<file path="config.mk">
export PLATFORM = sky130hd
export DESIGN_NAME = rre_ctrl
export DESIGN_NICKNAME = d
export VERILOG_FILES = /design/src/rtl/rre_pkg.sv /design/src/rtl/rre_ctrl.sv
export VERILOG_INCLUDE_DIRS = /design/src /design/src/rtl
export SDC_FILE = /design/constraint.sdc
export NUM_CORES = 1
export LEC_CHECK = 0
export BUFFER_PORTS_ARGS = -buffer_cell sky130_fd_sc_hd__buf_2
export CORE_AREA = 5 5 42 44
export CTS_BUF_LIST = sky130_fd_sc_hd__clkbuf_4 sky130_fd_sc_hd__clkbuf_8
export CTS_CLUSTER_SIZE = 8
export DETAILED_ROUTE_END_ITERATION = 10
export DIE_AREA = 0 0 47 49
export HOLD_SLACK_MARGIN = 0.06
export PLACE_DENSITY = 0.44
export RECOVER_POWER = 25
export SLEW_MARGIN = 20
export SYNTH_ARGS = -nofsm -noshare
export SYNTH_HDL_FRONTEND = slang
export SYNTH_SLANG_ARGS = --single-unit
export TNS_END_PERCENT = 1
</file>
<file path="constraint.sdc">
create_clock -name clk_i -period 1.28 [get_ports clk_i]
set_input_delay 0.128 -clock clk_i [delete_from_list [all_inputs] [get_ports clk_i]]
set_output_delay 0.128 -clock clk_i [all_outputs]
set_load 0.01 [all_outputs]
</file>
<file path="src/rtl/assert_macros.svh">
// ----------------------------------------------------------------------------
// assert_macros.svh
// Concurrent assertion helpers shared by the rectangle raster engine.
// ----------------------------------------------------------------------------
`ifndef ASSERT_MACROS_SVH
`define ASSERT_MACROS_SVH

// property must hold at every clock edge out of reset
`define ASSERT_ON(label, prop, msg) \
  label: assert property (@(posedge clk_i) disable iff (!rst_ni) prop) \
    else $error(msg);

// condition must never be true at a clock edge out of reset
`define ASSERT_NEVER(label, cond, msg) \
  label: assert property (@(posedge clk_i) disable iff (!rst_ni) !(cond)) \
    else $error(msg);

`endif

</file>
<file path="src/rtl/rre_pkg.sv">
// ----------------------------------------------------------------------------
// rre_pkg
// Shared types and constants of the rectangle raster engine.
// ----------------------------------------------------------------------------
package rre_pkg;

  // default sizing
  localparam int DefMaxSide  = 512;
  localparam int DefFracBits = 8;

  // field widths
  localparam int RectW = 20;
  localparam int CfgW  = 10;
  localparam int ByteW = 8;
  localparam int PixW  = 9;

  // configuration register indexes
  localparam logic [1:0] RegCanvasWidth  = 2'd0;
  localparam logic [1:0] RegCanvasHeight = 2'd1;
  localparam logic [1:0] RegBackground   = 2'd2;

  // register reset values
  localparam logic [CfgW-1:0]  ResetSide = 10'd256;
  localparam logic [ByteW-1:0] ResetBg   = 8'd32;

  // action codes
  localparam logic [1:0] ActClear = 2'd0;
  localparam logic [1:0] ActDraw  = 2'd1;
  localparam logic [1:0] ActRead  = 2'd2;

  // status codes
  localparam logic [1:0] StatOk     = 2'd0;
  localparam logic [1:0] StatReject = 2'd1;
  localparam logic [1:0] StatRange  = 2'd2;

  // rectangle kinds
  localparam logic [ByteW-1:0] KindFilled  = 8'h52;
  localparam logic [ByteW-1:0] KindOutline = 8'h72;

  typedef enum logic [1:0] {
    StIdle,
    StSweep,
    StRead,
    StFetch
  } rre_state_e;

  // controller to datapath
  typedef struct packed {
    logic       begin_sweep;
    logic       sweep_clear;
    logic       sweep_en;
    logic       load_read;
    logic       rd_en;
    logic       finish;
    logic [1:0] fin_status;
    logic       take_pixel;
  } rre_cmd_t;

  // datapath to controller
  typedef struct packed {
    logic draw_ok;
    logic read_in_range;
    logic last_pixel;
  } rre_stat_t;

endpackage

</file>
<file path="src/rtl/rre_ctrl.sv">
// ----------------------------------------------------------------------------
// rre_ctrl
// Sequencer of the raster engine: dispatches items, runs the pixel sweep
// and the read fetch, and orders the result strobe.
// ----------------------------------------------------------------------------
`include "assert_macros.svh"

module rre_ctrl
  import rre_pkg::*;
(
  input  logic       clk_i,
  input  logic       rst_ni,
  input  logic       start_i,
  input  logic [1:0] action_i,
  input  rre_stat_t  stat_i,
  output rre_cmd_t   cmd_o,
  output logic       busy_o
);

  rre_state_e state_q, state_d;

  // state register
  always_ff @(posedge clk_i or negedge rst_ni) begin
    if (!rst_ni) begin
      state_q <= StIdle;
    end else begin
      state_q <= state_d;
    end
  end

  // next state
  always_comb begin
    state_d = state_q;
    unique case (state_q)
      StIdle: begin
        if (start_i) begin
          unique case (action_i)
            ActClear: state_d = StSweep;
            ActDraw:  state_d = stat_i.draw_ok ? StSweep : StIdle;
            ActRead:  state_d = stat_i.read_in_range ? StRead : StIdle;
            default:  state_d = StIdle;
          endcase
        end
      end
      StSweep: begin
        if (stat_i.last_pixel) begin
          state_d = StIdle;
        end
      end
      StRead:  state_d = StFetch;
      StFetch: state_d = StIdle;
      default: state_d = StIdle;
    endcase
  end

  // command outputs
  always_comb begin
    cmd_o = '0;
    cmd_o.fin_status = StatOk;
    unique case (state_q)
      StIdle: begin
        if (start_i) begin
          unique case (action_i)
            ActClear: begin
              cmd_o.begin_sweep = 1'b1;
              cmd_o.sweep_clear = 1'b1;
            end
            ActDraw: begin
              if (stat_i.draw_ok) begin
                cmd_o.begin_sweep = 1'b1;
              end else begin
                cmd_o.finish     = 1'b1;
                cmd_o.fin_status = StatReject;
              end
            end
            ActRead: begin
              if (stat_i.read_in_range) begin
                cmd_o.load_read = 1'b1;
              end else begin
                cmd_o.finish     = 1'b1;
                cmd_o.fin_status = StatRange;
              end
            end
            default: cmd_o.finish = 1'b1;
          endcase
        end
      end
      StSweep: begin
        cmd_o.sweep_en = 1'b1;
        cmd_o.finish   = stat_i.last_pixel;
      end
      StRead: begin
        cmd_o.rd_en = 1'b1;
      end
      StFetch: begin
        cmd_o.finish     = 1'b1;
        cmd_o.take_pixel = 1'b1;
      end
      default: cmd_o = '0;
    endcase
  end

  assign busy_o = (state_q != StIdle);

  // the sweep ends on the last pixel and a fetch always follows a read
  `ASSERT_ON(a_sweep_ends, (state_q == StSweep) && stat_i.last_pixel |=> state_q == StIdle, "sweep did not end on last pixel")
  `ASSERT_ON(a_read_fetch, state_q == StRead |=> state_q == StFetch, "read not followed by fetch")

endmodule

</file>
# ---- Word level (Yosys, flattened, before mapping)
# Cells that the tools add are included.
dict set report classes {
  n_eq_ne 7
  n_mux 25
  n_reduce_logical 4
}
# cell n
set op_table {}
lappend op_table {{$mux W2} 6}
lappend op_table {{$mux W1} 10}
lappend op_table {{$mux W3} 3}
lappend op_table {{$pmux W2 S4} 1}
lappend op_table {{$eq A2 B2 Y1 const B} 3}
lappend op_table {{$pmux W1 S3} 2}
lappend op_table {{$pmux W2 S3} 1}
lappend op_table {{$eq A2 B1 Y1 const B} 2}
lappend op_table {{$logic_not A2 Y1} 2}
lappend op_table {{$ne A2 B2 Y1 const B} 2}
lappend op_table {{$pmux W2 S2} 1}
lappend op_table {{$pmux W1 S2} 1}
lappend op_table {{$reduce_and A2 Y1} 1}
lappend op_table {{$reduce_bool A2 Y1} 1}
dict set report word_totals {
  register_bits 2
  output_inout_bits 10
  word_cells 37
}

# ---- Longest topological paths before layout
dict set report depth {
  ltp_word 4
  depth_mapped 4
  depth_no_buf 4
}

# ---- Least setup slack after synthesis
# Ideal clock, no wire load.
dict set report synth_timing {
  kind {reg2out}
  start {register state_q[0]}
  end {output port cmd_o[1] in the netlist's numbering}
  arrival_time_ps 1156
  required_ps 1152
  setup_slack_ps -4
  path_stages_with_launch 4
  cell_sequence {dfrtp_1 > buf_6 > or3b_4 > nor3_1}
}
# item line
set synth_rtl {}
lappend synth_rtl {{start: declaration} rre_ctrl.sv:20} ;# rre_state_e state_q, state_d;
lappend synth_rtl {{start signal: assignment} rre_ctrl.sv:25} ;# state_q <= StIdle;
lappend synth_rtl {{start signal: assignment} rre_ctrl.sv:27} ;# state_q <= state_d;
lappend synth_rtl {{end: declaration} rre_ctrl.sv:16} ;# output rre_cmd_t cmd_o,

==> impl_metrics.csv <==
group,metric,value,unit
floorplanning,initial_core_util,19.37,%
layout,largest_reg_flops,2,
clock_tree,htreeDepth,1,
hold_path,whs_endpoint,"state_q[1]",
power_and_ir_drop,cellInternalPower,0.4640,mW
synthesis,synth_cells,33,
hold_path,holdCritStartpoint,"start_i",
sta,fin_crit,1487,ps
power_and_ir_drop,vdd_drop_max,537.5,uV
sta,hold_viol,0,
layout,fillers,166,
sta,slew_headroom,78.87,%
hold_path,holdPathStages,3,
synthesis,synth_cell_types,19,
synthesis,muxShareOfSynthArea,0,%
layout,area_growth,68.66,%
worst_setup_path,path_delay_family,"simple AND/OR/NAND/NOR gates",
placement,numPortBuffers,17,
synthesis,synthAdderAreaFrac,18.43,%
placement,hpwlAfterDp,663.9,um
global_routing,grt_pass1_wl,1186,um
global_routing,gr-total-overflow,0,
worst_setup_path,r2r-end,"state_q[0]",
clock_tree,tritoncts,"done",
worst_setup_path,crit_path_start_kind,"register",
synthesis,synth_compound_area_share,13.36,%
layout,multiInputGateArea,206.4,sq um
worst_setup_path,r2r_slack,10,ps
power_and_ir_drop,p_clk_share,18.6,%
sta,hold_slack,205.8,ps
global_routing,grt_pass1_vias,297,
global_routing,gr-usage-all-layers,7.037,%
power_and_ir_drop,p_comb_share,66.1,%
route,num_vias,320,
hold_path,hold_path.class,"input pin to register",
worst_setup_path,arrival,1360,ps
route,wire_per_inst,10.86,um
synthesis,yosysTopAreaCell,"dfrtp_1",
synthesis,synth-simple-area-share,38.71,%
worst_setup_path,path_class,"register to primary output",
clock_tree,clk_pin_slew_worst_paths,30,ps
route,drt_iter0_drc,5,
sta,grt_setup_unrepaired,"true",
layout,fin_area,457.9,sq um
worst_setup_path,slowest_delay,420,ps
layout,regMostFlops,"state_q",
floorplanning,fp.coreArea,0.001401,sq mm
route,routed_wl,793,um
route,dr.pass1.iters,4,
worst_setup_path,worstRegToRegCells,4,
global_routing,grt_max_degree,6,
route,detail-route-antenna-nets,0,
layout,regArea,50.05,sq um
worst_setup_path,crit_fanout,3,
layout,drive_above_1_share,49.12,%
synthesis,yosysSeqAreaShare,18.43,%
route,drc,0,
sta,fmax,0.6727,GHz
route,viasPerCell,4.384,
worst_setup_path,critPathBufInv,1,
placement,placed_cell_area,380.4,sq um
worst_setup_path,r2r_start,"state_q[0]",
global_routing,antenna_found_initial,0,
clock_tree,clock_path_buffers,2,
power_and_ir_drop,power,0.7362,mW
power_and_ir_drop,power.leakage,0.2568,nW
synthesis,synth_top_area_share,18.43,%
placement,place_congestion,0.6531,
sta,setup_violations,9,
clock_tree,clkLatencyLatePin,220,ps
power_and_ir_drop,swShare,36.97,%
layout,final_common_cell,"buf_2",
sta,post-route-period-util,116.1,%
floorplanning,fp-row-count,14,
power_and_ir_drop,sequentialPowerShare,15.3,%
synthesis,synth-xor-area-share,0,%
worst_setup_path,required,1150,ps
worst_setup_path,cp_cell_sequence,"or3b_4 -> a32oi_1 -> buf_2",
floorplanning,io_pins,18,
sta,slew_viol_final,0,
synthesis,syn_avg_cell_area,8.228,sq um
sta,worstMarginPinSlew,316.2,ps
synthesis,ys_ff_latch,2,
floorplanning,chipHeight,49,um
placement,dp_slack,-2.292,ps
synthesis,yosysWarningCount,0,
clock_tree,cts.sinks,2,
clock_tree,cts_buffers,3,
clock_tree,root_buffer,"clkbuf_4",
synthesis,synth_top_family_by_area,"simple AND/OR/NAND/NOR gates",
layout,final_nets,71,
synthesis,syn-cell-area,271.5,sq um
synthesis,syn-num-nets,45,
worst_setup_path,crit_path_end_kind,"primary output",
floorplanning,die_w,47,um
power_and_ir_drop,powerDensity,1608,mW/mm^2
synthesis,ys_top_cells_by_area,"dfrtp_1, ha_1, and2_1",
outcome,status,"finished, violations left",
floorplanning,die_area,0.002303,sq mm
worst_setup_path,cpMaxStageDelayCell,"or3b_4",
layout,final_cell_mix,"buf_2, inv_1, ha_1",
sta,finalWorstSetupSlack,-206.6,ps
outcome,violations,"negative setup slack",
sta,clock_skew,3.623,ps
power_and_ir_drop,p_switching,0.2722,mW
flow_run,drv_cap,0,
layout,top_regs,"state_q (2)",
layout,antennaDiodeCount,0,
per-stage QoR:
step / cells / setup TNS (ps) / utilization [%]
final: 73 / -990.4 / 32.68
after global routing: 73 / -1622 / 32.68
after CTS: 73 / -1126 / 31.52
after detailed placement: 67 / -2.292 / 27.14
after global placement: 67 / 0 / 27.14
after floorplan: 33 / -8.660 / -
worst max-delay path by stage:
stage | start | endpoint | depth (start not counted)
3_3_place_gp | state_q[0] | cmd_o[2] | 3
2_1_floorplan | state_q[0] | cmd_o[1] | 3
3_5_place_dp | state_q[0] | cmd_o[1] | 3
6_report | state_q[0] | cmd_o[3] | 3
4_1_cts | state_q[0] | cmd_o[3] | 3
5_1_grt | state_q[1] | cmd_o[5] | 3
synthesized netlist by cell type, drive strengths merged:
library cell  instances
nor3                  2
buf                   1
a32oi                 1
nor3b                 2
ha                    4
or3b                  1
nand2b                2
dfrtp                 2
a21oi                 1
and3                  1
nor2b                 2
nor2                  1
and2                  3
or2                   1
o21ai                 1
a221o                 1
nand4b                1
a21o                  1
inv                   5
power groups by stage:
stage | logic, mW | registers, mW | clock network, mW
final | 0.486 | 0.113 | 0.137
after floorplan | 0.240 | 0.106 | 0
after CTS | 0.444 | 0.114 | 0.140
after global routing | 0.532 | 0.116 | 0.143
after detailed placement | 0.349 | 0.123 | 0
after global placement | 0.347 | 0.124 | 0
worst reg2reg max path, delay by kind of cell, from the launching register on:
kind,cells,cell delay (ps)
buf+inv,2,270
flops,1,390
simple gates,1,150
compound gates,1,340
area by class of cell:
type,instances,share of cell area (%)
Multi-Input combinational cell,25,45.08
Timing Repair Buffer,22,30.60
Sequential cell,2,10.93
Clock buffer,3,4.918
Tap cell,16,4.372
Inverter,5,4.098
cell families (layout without fill, tap and decap cells):
kind of cell	Yosys count	in the layout
simple gates	16	16
buf+inv	6	30
compound gates	5	5
fa+ha+maj	4	4
flops	2	2
layer usage:
layer  part of all wire [%]  vias up  global-route usage (%)  routed length, um
met5                      0        -                       0                  0
met4                      0        0                   2.765                  0
met3                    8.6        0                   3.690                 68
met2                     48       13                   10.86                378
met1                     44      146                   7.895                346
li1                       -      161                       -                  -
what timing repair did:
action / CTS / global route
pin swaps: 3 / 0
gates resized for setup: 3 / 4
hold buffers: 1 / 0
setup buffers: 2 / 0
setup endpoints to repair: 7 / 11
endpoints found under the hold margin: 2 / 0
No activity file was read; power rests on OpenSTA's default activity.
